<file path="src/design/cir_pkg.sv">
`default_nettype none
// ----------------------------------------------------------------------------
// cir_pkg: shared definitions for the cubic interpolating resampler
// Widths, constants, control types and small arithmetic helpers that the
// interfaces, controller, datapath and top level all use.
// ----------------------------------------------------------------------------
package cir_pkg;

    // Sample and phase formats.
    localparam int SAMPLE_BITS  = 16;
    localparam int FRAC_BITS    = 14;
    localparam int MAX_CHANNELS = 2;
    localparam int HIST_FRAMES  = 6;
    localparam int MAX_RESULTS  = 4;

    // Configuration register widths and limits (step is unsigned Q3.14).
    localparam int STEP_W      = 17;
    localparam int CH_W        = 2;
    localparam int CFG_IDX_W   = 1;
    localparam int CFG_DATA_W  = 17;
    localparam int STEP_MIN    = 4096;
    localparam int STEP_MAX    = 65536;
    localparam int STEP_RESET  = 16384;
    localparam int CH_RESET    = 2;
    localparam int STEP_FB     = 14;
    localparam int STEP_LSH    = (FRAC_BITS >= STEP_FB) ? FRAC_BITS - STEP_FB : 0;
    localparam int STEP_RSH    = (FRAC_BITS >= STEP_FB) ? 0 : STEP_FB - FRAC_BITS;

    // Read position: fraction plus up to four whole frames of advance.
    localparam int POS_W       = FRAC_BITS + 3;
    localparam int WHOLE_W     = POS_W - FRAC_BITS;
    localparam int PEND_W      = $clog2(HIST_FRAMES + 1);
    localparam int RUN_W       = $clog2(MAX_RESULTS);
    localparam int WIN_W       = 2;
    localparam int NEED_WHOLE  = 4;
    localparam int NEED_FRAC   = 5;
    localparam int K0_MIN      = 3;
    localparam int K0_MAX      = HIST_FRAMES - 1;

    // Datapath widths for the Horner evaluation.
    localparam int COEF_W = SAMPLE_BITS + 4;
    localparam int T_W    = SAMPLE_BITS + 6;
    localparam int FOP_W  = FRAC_BITS + 1;
    localparam int PROD_W = T_W + FOP_W;
    localparam int ACC_W  = PROD_W + 1;
    localparam int V_W    = ACC_W - FRAC_BITS - 1;

    localparam logic signed [ACC_W-1:0] RND_T = ACC_W'(1) << (FRAC_BITS - 1);
    localparam logic signed [ACC_W-1:0] RND_V = ACC_W'(1) << FRAC_BITS;
    localparam logic signed [V_W-1:0]   SAT_HI =
        V_W'((64'sd1 <<< (SAMPLE_BITS - 1)) - 64'sd1);
    localparam logic signed [V_W-1:0]   SAT_LO = ~SAT_HI;

    typedef logic signed [SAMPLE_BITS-1:0] sample_t;

    typedef enum logic [CFG_IDX_W-1:0] {
        REG_STEP_RATIO    = 1'b0,
        REG_CHANNEL_COUNT = 1'b1
    } cir_reg_t;

    typedef enum logic [3:0] {
        S_IDLE,
        S_CHECK,
        S_LOAD,
        S_MUL1,
        S_ADD1,
        S_MUL2,
        S_ADD2,
        S_MUL3,
        S_FIN
    } cir_state_t;

    typedef enum logic {
        MUL_SRC_A,
        MUL_SRC_T
    } cir_mul_src_t;

    typedef enum logic {
        ADD_B,
        ADD_C
    } cir_add_sel_t;

    typedef struct packed {
        logic         hist_shift;
        logic         coef_load;
        logic         mul_en;
        cir_mul_src_t mul_src;
        logic         add_en;
        cir_add_sel_t add_sel;
        logic         fin_load;
        logic         fin_last;
    } cir_cmd_t;

    typedef struct packed {
        logic emit_ok;
        logic next_emit_ok;
    } cir_sts_t;

    function automatic logic [POS_W-1:0] eff_step(input logic [STEP_W-1:0] s);
        logic [STEP_W-1:0]           c;
        logic [STEP_W+FRAC_BITS-1:0] w;
        c = s;
        if (c < STEP_W'(STEP_MIN))
            c = STEP_W'(STEP_MIN);
        if (c > STEP_W'(STEP_MAX))
            c = STEP_W'(STEP_MAX);
        w = {{FRAC_BITS{1'b0}}, c};
        w = (w << STEP_LSH) >> STEP_RSH;
        return w[POS_W-1:0];
    endfunction

    function automatic logic signed [COEF_W-1:0] coef_ext(input sample_t s);
        return {{(COEF_W - SAMPLE_BITS){s[SAMPLE_BITS-1]}}, s};
    endfunction

    function automatic sample_t saturate(input logic signed [V_W-1:0] v);
        logic signed [V_W-1:0] c;
        c = v;
        if (c > SAT_HI)
            c = SAT_HI;
        if (c < SAT_LO)
            c = SAT_LO;
        return c[SAMPLE_BITS-1:0];
    endfunction

endpackage
`default_nettype wire

</file>
<file path="src/design/cir_ifs.sv">
`default_nettype none
// ----------------------------------------------------------------------------
// cir_ifs: channel interfaces of the cubic interpolating resampler
// Input frame channel, result channel and configuration write channel,
// each a valid/ready handshake with its payload.
// ----------------------------------------------------------------------------
interface cir_sample_if;
    import cir_pkg::*;
    logic    valid;
    logic    ready;
    sample_t left_sample;
    sample_t right_sample;

    modport source (output valid, output left_sample, output right_sample, input ready);
    modport sink   (input valid, input left_sample, input right_sample, output ready);
endinterface

interface cir_result_if;
    import cir_pkg::*;
    logic    valid;
    logic    ready;
    sample_t left_out;
    sample_t right_out;
    logic    last_of_run;

    modport source (output valid, output left_out, output right_out, output last_of_run,
                    input ready);
    modport sink   (input valid, input left_out, input right_out, input last_of_run,
                    output ready);
endinterface

interface cir_cfg_if;
    import cir_pkg::*;
    logic                  valid;
    logic                  ready;
    logic [CFG_IDX_W-1:0]  index;
    logic [CFG_DATA_W-1:0] data;

    modport source (output valid, output index, output data, input ready);
    modport sink   (input valid, input index, input data, output ready);
endinterface
`default_nettype wire

</file>
<file path="src/design/cir_datapath.sv">
`default_nettype none
// ----------------------------------------------------------------------------
// cir_datapath: history, read position and Horner evaluation lanes
// Holds the frame history and read position, and evaluates the cubic for
// every channel lane with one multiplier and one adder per lane.
// ----------------------------------------------------------------------------
module cir_datapath (
    input  wire logic                        clk,
    input  wire logic                        rst_n,
    input  wire cir_pkg::cir_cmd_t           cmd,
    output cir_pkg::cir_sts_t                sts,
    input  wire logic [cir_pkg::STEP_W-1:0]  step_ratio,
    input  wire logic                        mono,
    input  wire cir_pkg::sample_t            left_sample,
    input  wire cir_pkg::sample_t            right_sample,
    output cir_pkg::sample_t                 left_out,
    output cir_pkg::sample_t                 right_out,
    output logic                             last_of_run
);
    import cir_pkg::*;

    sample_t hist_reg  [HIST_FRAMES][MAX_CHANNELS];
    sample_t hist_next [HIST_FRAMES][MAX_CHANNELS];

    logic [FRAC_BITS-1:0] frac_reg, frac_next;
    logic [PEND_W-1:0]    pend_reg, pend_next;
    logic                 adv_reg, adv_next;

    logic signed [COEF_W-1:0] a_reg [MAX_CHANNELS];
    logic signed [COEF_W-1:0] b_reg [MAX_CHANNELS];
    logic signed [COEF_W-1:0] c_reg [MAX_CHANNELS];
    logic signed [COEF_W-1:0] y1_reg [MAX_CHANNELS];
    logic signed [PROD_W-1:0] prod_reg [MAX_CHANNELS];
    logic signed [T_W-1:0]    t_reg [MAX_CHANNELS];
    sample_t                  left_reg, right_reg;
    logic                     last_reg;

    logic signed [COEF_W-1:0] e0 [MAX_CHANNELS];
    logic signed [COEF_W-1:0] e1 [MAX_CHANNELS];
    logic signed [COEF_W-1:0] e2 [MAX_CHANNELS];
    logic signed [COEF_W-1:0] e3 [MAX_CHANNELS];
    logic signed [COEF_W-1:0] a_next [MAX_CHANNELS];
    logic signed [COEF_W-1:0] b_next [MAX_CHANNELS];
    logic signed [COEF_W-1:0] c_next [MAX_CHANNELS];
    logic signed [PROD_W-1:0] prod_next [MAX_CHANNELS];
    logic signed [T_W-1:0]    t_next [MAX_CHANNELS];
    sample_t                  v_lane [MAX_CHANNELS];

    logic signed [PROD_W-1:0] mop_x [MAX_CHANNELS];
    logic signed [PROD_W-1:0] fop_x;
    logic signed [ACC_W-1:0]  prod_x [MAX_CHANNELS];
    logic signed [ACC_W-1:0]  add_x [MAX_CHANNELS];
    logic signed [ACC_W-1:0]  acc_t [MAX_CHANNELS];
    logic signed [ACC_W-1:0]  acc_v [MAX_CHANNELS];
    logic signed [COEF_W-1:0] addend [MAX_CHANNELS];

    logic [PEND_W-1:0]  k0;
    logic [WIN_W-1:0]   win;
    logic [POS_W-1:0]   pos_sum;
    logic [WHOLE_W-1:0] whole;
    logic [FRAC_BITS-1:0] frac_adv;
    logic [PEND_W-1:0]  pend_adv;

    // Oldest tap of the four-frame window, relative to the newest frame.
    always_comb
    begin
        k0 = adv_reg ? pend_reg : pend_reg - PEND_W'(1);
        if (k0 > PEND_W'(K0_MAX))
            k0 = PEND_W'(K0_MAX);
        if (k0 < PEND_W'(K0_MIN))
            k0 = PEND_W'(K0_MIN);
        win = WIN_W'(k0 - PEND_W'(K0_MIN));
    end

    // Position after one more result.
    always_comb
    begin
        pos_sum  = {{(POS_W - FRAC_BITS){1'b0}}, frac_reg} + eff_step(step_ratio);
        whole    = pos_sum[POS_W-1:FRAC_BITS];
        frac_adv = pos_sum[FRAC_BITS-1:0];
        pend_adv = pend_reg;
        if (whole != '0)
        begin
            if (PEND_W'(whole) >= pend_reg)
                pend_adv = '0;
            else
                pend_adv = pend_reg - PEND_W'(whole);
        end
    end

    always_comb
    begin
        sts.emit_ok = (frac_reg == '0) ? (pend_reg >= PEND_W'(NEED_WHOLE))
                                       : (pend_reg >= PEND_W'(NEED_FRAC));
        sts.next_emit_ok = (frac_adv == '0) ? (pend_adv >= PEND_W'(NEED_WHOLE))
                                            : (pend_adv >= PEND_W'(NEED_FRAC));
    end

    // Lane arithmetic: window taps, coefficients, multiply and accumulate.
    always_comb
    begin
        fop_x = {{(PROD_W - FOP_W + 1){1'b0}}, frac_reg};
        for (int ln = 0; ln < MAX_CHANNELS; ln++)
        begin
            case (win)
                2'd0:
                begin
                    e0[ln] = coef_ext(hist_reg[3][ln]);
                    e1[ln] = coef_ext(hist_reg[2][ln]);
                    e2[ln] = coef_ext(hist_reg[1][ln]);
                    e3[ln] = coef_ext(hist_reg[0][ln]);
                end
                2'd1:
                begin
                    e0[ln] = coef_ext(hist_reg[4][ln]);
                    e1[ln] = coef_ext(hist_reg[3][ln]);
                    e2[ln] = coef_ext(hist_reg[2][ln]);
                    e3[ln] = coef_ext(hist_reg[1][ln]);
                end
                default:
                begin
                    e0[ln] = coef_ext(hist_reg[5][ln]);
                    e1[ln] = coef_ext(hist_reg[4][ln]);
                    e2[ln] = coef_ext(hist_reg[3][ln]);
                    e3[ln] = coef_ext(hist_reg[2][ln]);
                end
            endcase

            a_next[ln] = e3[ln] - e0[ln] + (e1[ln] <<< 1) + e1[ln]
                         - (e2[ln] <<< 1) - e2[ln];
            b_next[ln] = (e0[ln] <<< 1) - (e1[ln] <<< 2) - e1[ln]
                         + (e2[ln] <<< 2) - e3[ln];
            c_next[ln] = e2[ln] - e0[ln];

            if (cmd.mul_src == MUL_SRC_A)
                mop_x[ln] = {{(PROD_W - COEF_W){a_reg[ln][COEF_W-1]}}, a_reg[ln]};
            else
                mop_x[ln] = {{(PROD_W - T_W){t_reg[ln][T_W-1]}}, t_reg[ln]};
            prod_next[ln] = mop_x[ln] * fop_x;

            addend[ln] = (cmd.add_sel == ADD_B) ? b_reg[ln] : c_reg[ln];
            prod_x[ln] = {{(ACC_W - PROD_W){prod_reg[ln][PROD_W-1]}}, prod_reg[ln]};
            add_x[ln]  = {{(ACC_W - COEF_W){addend[ln][COEF_W-1]}}, addend[ln]};
            acc_t[ln]  = prod_x[ln] + (add_x[ln] <<< FRAC_BITS) + RND_T;
            t_next[ln] = acc_t[ln][FRAC_BITS +: T_W];

            acc_v[ln]  = prod_x[ln] + RND_V
                         + ({{(ACC_W - COEF_W){y1_reg[ln][COEF_W-1]}}, y1_reg[ln]}
                            <<< (FRAC_BITS + 1));
            v_lane[ln] = saturate(acc_v[ln][FRAC_BITS + 1 +: V_W]);
        end
    end

    // History shift and read position.
    always_comb
    begin
        hist_next = hist_reg;
        frac_next = frac_reg;
        pend_next = pend_reg;
        adv_next  = adv_reg;
        if (cmd.hist_shift)
        begin
            for (int fr = HIST_FRAMES - 1; fr > 0; fr--)
                hist_next[fr] = hist_reg[fr - 1];
            hist_next[0][0] = left_sample;
            if (MAX_CHANNELS > 1)
                hist_next[0][MAX_CHANNELS - 1] = right_sample;
            if (pend_reg < PEND_W'(HIST_FRAMES))
                pend_next = pend_reg + PEND_W'(1);
        end
        if (cmd.fin_load)
        begin
            frac_next = frac_adv;
            pend_next = pend_adv;
            if (whole != '0)
                adv_next = 1'b1;
        end
    end

    always_ff @(posedge clk or negedge rst_n)
    begin
        if (!rst_n)
        begin
            for (int fr = 0; fr < HIST_FRAMES; fr++)
                for (int ln = 0; ln < MAX_CHANNELS; ln++)
                    hist_reg[fr][ln] <= '0;
            frac_reg <= '0;
            pend_reg <= '0;
            adv_reg  <= 1'b0;
        end
        else
        begin
            hist_reg <= hist_next;
            frac_reg <= frac_next;
            pend_reg <= pend_next;
            adv_reg  <= adv_next;
        end
    end

    always_ff @(posedge clk)
    begin
        for (int ln = 0; ln < MAX_CHANNELS; ln++)
        begin
            if (cmd.coef_load)
            begin
                a_reg[ln]  <= a_next[ln];
                b_reg[ln]  <= b_next[ln];
                c_reg[ln]  <= c_next[ln];
                y1_reg[ln] <= e1[ln];
            end
            if (cmd.mul_en)
                prod_reg[ln] <= prod_next[ln];
            if (cmd.add_en)
                t_reg[ln] <= t_next[ln];
        end
        if (cmd.fin_load)
        begin
            left_reg  <= v_lane[0];
            right_reg <= (MAX_CHANNELS > 1 && !mono) ? v_lane[MAX_CHANNELS - 1] : '0;
            last_reg  <= cmd.fin_last;
        end
    end

    assign left_out    = left_reg;
    assign right_out   = right_reg;
    assign last_of_run = last_reg;

    // A result that moves the position by a whole frame leaves the start-of-stream
    // clamp behind for good.
    a_adv_sets: assert property (@(posedge clk) disable iff (!rst_n)
        (cmd.fin_load && whole != '0) |=> adv_reg)
        else $error("integer advance flag not set after whole-frame step");

endmodule
`default_nettype wire

</file>
<file path="src/design/cir_ctrl.sv">
`default_nettype none
// ----------------------------------------------------------------------------
// cir_ctrl: sequencer of the cubic interpolating resampler
// Accepts frames, steps the datapath through each Horner evaluation and
// owns the valid flag of the result register.
// ----------------------------------------------------------------------------
module cir_ctrl (
    input  wire logic              clk,
    input  wire logic              rst_n,
    input  wire logic              in_valid,
    output logic                   in_ready,
    output logic                   out_valid,
    input  wire logic              out_ready,
    input  wire cir_pkg::cir_sts_t sts,
    output cir_pkg::cir_cmd_t      cmd
);
    import cir_pkg::*;

    cir_state_t       state_reg, state_next;
    logic [RUN_W-1:0] run_cnt_reg, run_cnt_next;
    logic             out_valid_reg, out_valid_next;
    logic             out_free;

    assign out_free = !out_valid_reg || out_ready;

    always_ff @(posedge clk or negedge rst_n)
    begin
        if (!rst_n)
        begin
            state_reg     <= S_IDLE;
            run_cnt_reg   <= '0;
            out_valid_reg <= 1'b0;
        end
        else
        begin
            state_reg     <= state_next;
            run_cnt_reg   <= run_cnt_next;
            out_valid_reg <= out_valid_next;
        end
    end

    always_comb
    begin
        state_next   = state_reg;
        run_cnt_next = run_cnt_reg;
        in_ready     = 1'b0;
        cmd          = '0;
        cmd.mul_src  = MUL_SRC_A;
        cmd.add_sel  = ADD_B;

        case (state_reg)
            S_IDLE:
            begin
                in_ready = 1'b1;
                if (in_valid)
                begin
                    cmd.hist_shift = 1'b1;
                    run_cnt_next   = '0;
                    state_next     = S_CHECK;
                end
            end
            S_CHECK:
            begin
                state_next = sts.emit_ok ? S_LOAD : S_IDLE;
            end
            S_LOAD:
            begin
                cmd.coef_load = 1'b1;
                state_next    = S_MUL1;
            end
            S_MUL1:
            begin
                cmd.mul_en  = 1'b1;
                cmd.mul_src = MUL_SRC_A;
                state_next  = S_ADD1;
            end
            S_ADD1:
            begin
                cmd.add_en  = 1'b1;
                cmd.add_sel = ADD_B;
                state_next  = S_MUL2;
            end
            S_MUL2:
            begin
                cmd.mul_en  = 1'b1;
                cmd.mul_src = MUL_SRC_T;
                state_next  = S_ADD2;
            end
            S_ADD2:
            begin
                cmd.add_en  = 1'b1;
                cmd.add_sel = ADD_C;
                state_next  = S_MUL3;
            end
            S_MUL3:
            begin
                cmd.mul_en  = 1'b1;
                cmd.mul_src = MUL_SRC_T;
                state_next  = S_FIN;
            end
            S_FIN:
            begin
                cmd.fin_last = !sts.next_emit_ok
                               || (run_cnt_reg == RUN_W'(MAX_RESULTS - 1));
                if (out_free)
                begin
                    cmd.fin_load = 1'b1;
                    if (cmd.fin_last)
                        state_next = S_IDLE;
                    else
                    begin
                        run_cnt_next = run_cnt_reg + RUN_W'(1);
                        state_next   = S_LOAD;
                    end
                end
            end
            default:
            begin
                state_next = S_IDLE;
            end
        endcase
    end

    always_comb
    begin
        if (cmd.fin_load)
            out_valid_next = 1'b1;
        else if (out_ready)
            out_valid_next = 1'b0;
        else
            out_valid_next = out_valid_reg;
    end

    assign out_valid = out_valid_reg;

    a_no_overwrite: assert property (@(posedge clk) disable iff (!rst_n)
        cmd.fin_load |-> (!out_valid_reg || out_ready))
        else $error("result register loaded while holding an untaken word");

    a_load_ready: assert property (@(posedge clk) disable iff (!rst_n)
        (state_reg == S_LOAD) |-> sts.emit_ok)
        else $error("evaluation started without enough frames");

    a_run_limit: assert property (@(posedge clk) disable iff (!rst_n)
        (cmd.fin_load && run_cnt_reg == RUN_W'(MAX_RESULTS - 1)) |-> cmd.fin_last)
        else $error("run exceeded the result limit without a last mark");

endmodule
`default_nettype wire

</file>
<file path="src/design/cubic_interpolating_resampler.sv">
`default_nettype none
// ----------------------------------------------------------------------------
// cubic_interpolating_resampler: Catmull-Rom cubic audio resampler
// Keeps six frames of history and a fractional read position, and emits
// interpolated, saturated Q1.15 frames as the position advances by the
// programmed step ratio.
// ----------------------------------------------------------------------------
//
//  Channel   Direction  Handshake       Word contents
//  -------   ---------  --------------  ---------------------------------------
//  samples   in         valid / ready   left_sample, right_sample (Q1.15)
//  results   out        valid / ready   left_out, right_out, last_of_run
//  cfg       in         valid / ready   index (0 step_ratio, 1 channel_count), data
//
// Each input frame passes the accept and check states and then, for each of
// the n (0 to 4) results it produces, the seven-step Horner sequence on the
// one multiplier per channel lane; no new frame is taken until it is done.
// The result register holds one word; a frame may be accepted while the last
// result of the previous frame still waits there, and the final step of an
// evaluation waits while that register is full.
// Reset clears the history, the read position and the sequencer, and sets
// step_ratio to 1.0 and channel_count to stereo. The cfg channel is always
// ready and its writes take effect on the next cycle.
// ----------------------------------------------------------------------------
module cubic_interpolating_resampler (
    input  wire logic     clk,
    input  wire logic     rst_n,
    cir_sample_if.sink    samples,
    cir_result_if.source  results,
    cir_cfg_if.sink       cfg
);
    import cir_pkg::*;

    logic [STEP_W-1:0] step_reg, step_next;
    logic [CH_W-1:0]   chan_reg, chan_next;
    logic              mono;

    cir_cmd_t cmd;
    cir_sts_t sts;

    // Configuration registers. The user must issue writes only while the block
    // is idle, which the block does not enforce; writes are taken every cycle without further checks.
    assign cfg.ready = 1'b1;

    always_comb
    begin
        step_next = step_reg;
        chan_next = chan_reg;
        if (cfg.valid)
        begin
            case (cir_reg_t'(cfg.index))
                REG_STEP_RATIO:    step_next = cfg.data[STEP_W-1:0];
                REG_CHANNEL_COUNT: chan_next = cfg.data[CH_W-1:0];
                default:
                begin
                    step_next = step_reg;
                end
            endcase
        end
    end

    always_ff @(posedge clk or negedge rst_n)
    begin
        if (!rst_n)
        begin
            step_reg <= STEP_W'(STEP_RESET);
            chan_reg <= CH_W'(CH_RESET);
        end
        else
        begin
            step_reg <= step_next;
            chan_reg <= chan_next;
        end
    end

    // A channel count of zero or one, or a single-lane build, means mono:
    // the right result is then forced to zero.
    assign mono = (MAX_CHANNELS < 2) || (chan_reg < CH_W'(2));

    cir_ctrl u_ctrl (
        .clk       (clk),
        .rst_n     (rst_n),
        .in_valid  (samples.valid),
        .in_ready  (samples.ready),
        .out_valid (results.valid),
        .out_ready (results.ready),
        .sts       (sts),
        .cmd       (cmd)
    );

    cir_datapath u_datapath (
        .clk          (clk),
        .rst_n        (rst_n),
        .cmd          (cmd),
        .sts          (sts),
        .step_ratio   (step_reg),
        .mono         (mono),
        .left_sample  (samples.left_sample),
        .right_sample (samples.right_sample),
        .left_out     (results.left_out),
        .right_out    (results.right_out),
        .last_of_run  (results.last_of_run)
    );

endmodule
`default_nettype wire

</file>
<file path="src/flat_wrapper.sv">
// flat-port wrapper written by rule: the top's interface ports become plain ports
module cubic_interpolating_resampler_flat import cir_pkg::*;
  (clk, rst_n, samples_valid, samples_left_sample, samples_right_sample, samples_ready, results_valid, results_left_out, results_right_out, results_last_of_run, results_ready, cfg_valid, cfg_index, cfg_data, cfg_ready);
  cir_sample_if samples_i ();
  cir_result_if results_i ();
  cir_cfg_if cfg_i ();
  input  wire logic clk;
  input  wire logic rst_n;
  input wire logic [$bits(samples_i.valid)-1:0] samples_valid;
  input wire logic [$bits(samples_i.left_sample)-1:0] samples_left_sample;
  input wire logic [$bits(samples_i.right_sample)-1:0] samples_right_sample;
  output wire logic [$bits(samples_i.ready)-1:0] samples_ready;
  output wire logic [$bits(results_i.valid)-1:0] results_valid;
  output wire logic [$bits(results_i.left_out)-1:0] results_left_out;
  output wire logic [$bits(results_i.right_out)-1:0] results_right_out;
  output wire logic [$bits(results_i.last_of_run)-1:0] results_last_of_run;
  input wire logic [$bits(results_i.ready)-1:0] results_ready;
  input wire logic [$bits(cfg_i.valid)-1:0] cfg_valid;
  input wire logic [$bits(cfg_i.index)-1:0] cfg_index;
  input wire logic [$bits(cfg_i.data)-1:0] cfg_data;
  output wire logic [$bits(cfg_i.ready)-1:0] cfg_ready;
  assign samples_i.valid = samples_valid;
  assign samples_i.left_sample = samples_left_sample;
  assign samples_i.right_sample = samples_right_sample;
  assign samples_ready = samples_i.ready;
  assign results_valid = results_i.valid;
  assign results_left_out = results_i.left_out;
  assign results_right_out = results_i.right_out;
  assign results_last_of_run = results_i.last_of_run;
  assign results_i.ready = results_ready;
  assign cfg_i.valid = cfg_valid;
  assign cfg_i.index = cfg_index;
  assign cfg_i.data = cfg_data;
  assign cfg_ready = cfg_i.ready;
  cubic_interpolating_resampler u_core (.clk(clk), .rst_n(rst_n), .samples(samples_i), .results(results_i), .cfg(cfg_i));
endmodule
</file>
<file path="config.mk">
export PLATFORM = sky130hd
export DESIGN_NAME = cubic_interpolating_resampler_flat
export DESIGN_NICKNAME = d
export VERILOG_FILES = /design/src/design/cir_pkg.sv /design/src/design/cir_ifs.sv /design/src/design/cir_datapath.sv /design/src/design/cir_ctrl.sv /design/src/design/cubic_interpolating_resampler.sv /design/src/flat_wrapper.sv
export SDC_FILE = /design/constraint.sdc
export NUM_CORES = 2
export LEC_CHECK = 0
export BUFFER_PORTS_ARGS = -buffer_cell sky130_fd_sc_hd__buf_2
export CORE_MARGIN = 1
export CORE_UTILIZATION = 55
export CTS_CLUSTER_DIAMETER = 80
export DETAILED_ROUTE_END_ITERATION = 7
export PLACE_DENSITY = 0.71
export SLEW_MARGIN = 20
export SYNTH_ARGS = -nofsm -noshare
export SYNTH_HDL_FRONTEND = slang
export SYNTH_HIERARCHICAL = 1
export SYNTH_SLANG_ARGS = --single-unit
</file>
<file path="constraint.sdc">
create_clock -name clk -period 18.6 [get_ports clk]
set_clock_uncertainty 0.1 [all_clocks]
set_input_delay 1.86 -clock clk [delete_from_list [all_inputs] [get_ports clk]]
set_output_delay 1.86 -clock clk [all_outputs]
set_load 0.02 [all_outputs]
</file>
==> run_results.csv <==
group,metric,value,unit
finish,nets,6815,
detailed_routing,routed_wl,125000,um
clock_network,cts_setup_buffers,0,
outcome,status,"complete, no violations",
synthesis,synth.distinct_cells,89,
synthesis,ys_warn_count,6,
timing,setup_viol,0,
critical_path,cp.arrival,9320,ps
detailed_routing,antenna_left,0,
clock_network,cts-root-buf,"clkbuf_16",
critical_path,required,18970,ps
detailed_routing,wl_met1,60100,um
clock_network,numCtsBuffers,66,
placement,place_congestion,0.909,
die,io_pins,91,
flow_run,cap_violations,0,
timing,whs,403,ps
timing,tns,0,ps
detailed_routing,num_vias,38017,
timing,min_period,8950,ps
clock_network,cts.sink_count,512,
clock_network,cts_resized,0,
placement,hpwl,96700,um
global_routing,antenna_found_initial,0,
synthesis,postSynthAreaPerCell,10.3,um^2
synthesis,synth_top_area_share,28.5,%
detailed_routing,first_pass_iters,5,
critical_path,r2r_slack,9650,ps
synthesis,synth_area_leaders,"fa_1 29%, edfxtp_1 15%, dfrtp_1 10%",
timing,grt_setup_unrepaired,"false",
critical_path,start_kind,"flop",
timing,hold_violations,0,
critical_path,path_class,"reg2reg",
synthesis,yosysTopAreaCell,"fa_1",
die,dieWidth,324,um
critical_path,crit_path_max_fanout,66,
finish,largest_register_ffs,192,
global_routing,grt_first_pass_wirelength,207000,um
global_routing,grt_max_degree,153,
clock_network,insertion_delay,650,ps
detailed_routing,met3RoutedLength,6970,um
finish,antennaDiodeCount,0,
synthesis,async_flop_share,45.9,%
synthesis,ys_top_cells_by_count,"985 x inv_1, 814 x fa_1, 562 x nand2_1",
timing,min_period_over_period,48.1,%
die,die_y,324,um
finish,area_delta_synth_final,6.99,%
synthesis,ys_seq_area_share,24.9,%
synthesis,yosysMostFrequentCell,"inv_1",
timing,worst_pin_slew,1080,ps
synthesis,synth_area,57100,um^2
finish,nFillCells,8514,
die,start_util,55.8,%
clock_network,clockBufferDepth,3,
timing,maxSlewHeadroom,26.9,%
finish,drive_above_1_share,10.3,%
detailed_routing,viasPerCell,5.45,
synthesis,synth_edf_count,277,
synthesis,synth-seq-cells,512,
min_path,hold_path_class,"reg2reg",
global_routing,grt_pass1_vias,39436,
global_routing,grt_overflow,0,
die,rows,117,
detailed_routing,top_layer,"met4",
timing,final-max-slew-violation-count,0,
synthesis,synth_flop_cell,"edfxtp_1",
clock_network,clkTransAtPathRegs,60,ps
placement,io_buffers,89,
detailed_routing,drt_iter0_markers,2428,
clock_network,htreeDepth,3,
detailed_routing,drc,0,
die,dieArea,105000,um^2
detailed_routing,drt-wirelength-per-cell,18.0,um
synthesis,syn_inst,5560,
critical_path,cp-end-kind,"flop",
clock_network,cts_tree,"yes",
clock_network,ctsHoldBuffers,0,
die,core,102000,um^2
detailed_routing,dr_wl_met2,55500,um
synthesis,synth.net_count,6823,
global_routing,grtUsageTotal,25.0,%
timing,fmax,112,MHz
-- layer usage --
metal | global-route usage [%] | vias to the layer above
met2 | 37.8 | 957
met3 | 3.29 | 159
met5 | 0 | -
met1 | 38.2 | 19085
met4 | 6.09 | 0
li1 | - | 17816
-- worst max-delay path, cell delays in order (launching register included) --
cell and delay, ps:
dfrtp_1 500, nand2b_1 340, nor2_4 130, buf_4 670
mux2_2 570, and2_1 230, fa_1 510, fa_1 510
fa_1 510, inv_1 60, fa_1 530, inv_1 50
fa_1 490, fa_1 420, ha_1 320, o21a_1 190
o21a_1 190, a2111oi_0 450, a21oi_1 260, a31oi_1 430
o21ai_1 220, a221oi_2 390, o21ai_0 220, o21ai_1 200
a21oi_1 90, a31oi_1 170
-- logic make-up after synthesis --
logic type | Yosys count | synth area share (%)
flops | 512 | 24.9
other cells | 1 | 0.00657
fa+ha+maj | 1208 | 37.2
buf+inv | 1188 | 7.89
xor+xnor | 211 | 3.29
simple gates | 1334 | 10.8
compound gates | 654 | 7.30
mux | 452 | 8.64
-- layout make-up --
type / instances / area [um^2] / area share [%]
tap: 1368 / 1710 / 2.80
clock buffer: 77 / 1730 / 2.84
inverter: 987 / 3700 / 6.07
multi-input combinational: 3860 / 38400 / 62.9
clock inverter: 41 / 533 / 0.873
timing repair buffer: 125 / 751 / 1.23
sequential: 512 / 14200 / 23.2
-- per-stage QoR --
step	setup WS (ps)	cell area, um^2	std cells	utilization, %
after floorplan	6810	57100	5560	-
after global placement	10010	58800	6852	57.5
final	9650	61100	6970	59.7
after detailed placement	9750	58800	6852	57.5
after CTS	9720	61100	6970	59.7
after global routing	9220	61100	6970	59.7
-- placed cells by master (no fill, tap or decap), drive strengths merged, types with 17 or more instances in the layout --
| master | synthesis | layout |
|---|---|---|
| a21boi | 32 | 32 |
| a21o | 43 | 43 |
| a21oi | 184 | 184 |
| a31oi | 17 | 17 |
| and2 | 234 | 234 |
| buf | 31 | 125 |
| clkbuf | 170 | 77 |
| clkinv | 1 | 24 |
| dfrtp | 233 | 233 |
| edfxtp | 277 | 277 |
| fa | 814 | 814 |
| ha | 394 | 394 |
| inv | 986 | 995 |
| mux2 | 298 | 298 |
| mux2i | 154 | 154 |
| nand2 | 563 | 563 |
| nand2b | 34 | 34 |
| nand3 | 44 | 44 |
| nor2 | 272 | 272 |
| nor2b | 47 | 47 |
| nor3 | 61 | 61 |
| o21a | 66 | 66 |
| o21ai | 188 | 188 |
| xnor2 | 157 | 157 |
| xor2 | 52 | 52 |
-- final timing paths --
kind	end	startpoint	cells after the start
max	u_core/u_datapath/prod_reg[0][36]$_DFFE_PP_	u_core/u_ctrl/state_reg[3]$_DFFE_PN0P_	25
min	u_core/u_datapath/hist_reg[13]$_DFFE_PN0P_	u_core/u_datapath/hist_reg[13]$_DFFE_PN0P_	1
max reg2reg	u_core/u_datapath/prod_reg[0][36]$_DFFE_PP_	u_core/u_ctrl/state_reg[3]$_DFFE_PN0P_	25
min reg2reg	u_core/u_datapath/hist_reg[13]$_DFFE_PN0P_	u_core/u_datapath/hist_reg[13]$_DFFE_PN0P_	1
max in group asynchronous	u_core/u_datapath/hist_reg[141]$_DFFE_PN0P_	rst_n	2
min in group asynchronous	u_core/u_datapath/hist_reg[127]$_DFFE_PN0P_	rst_n	1
Power is not shown: default switching activity piles up to over one toggle a cycle in this logic, so the estimate is an artifact.
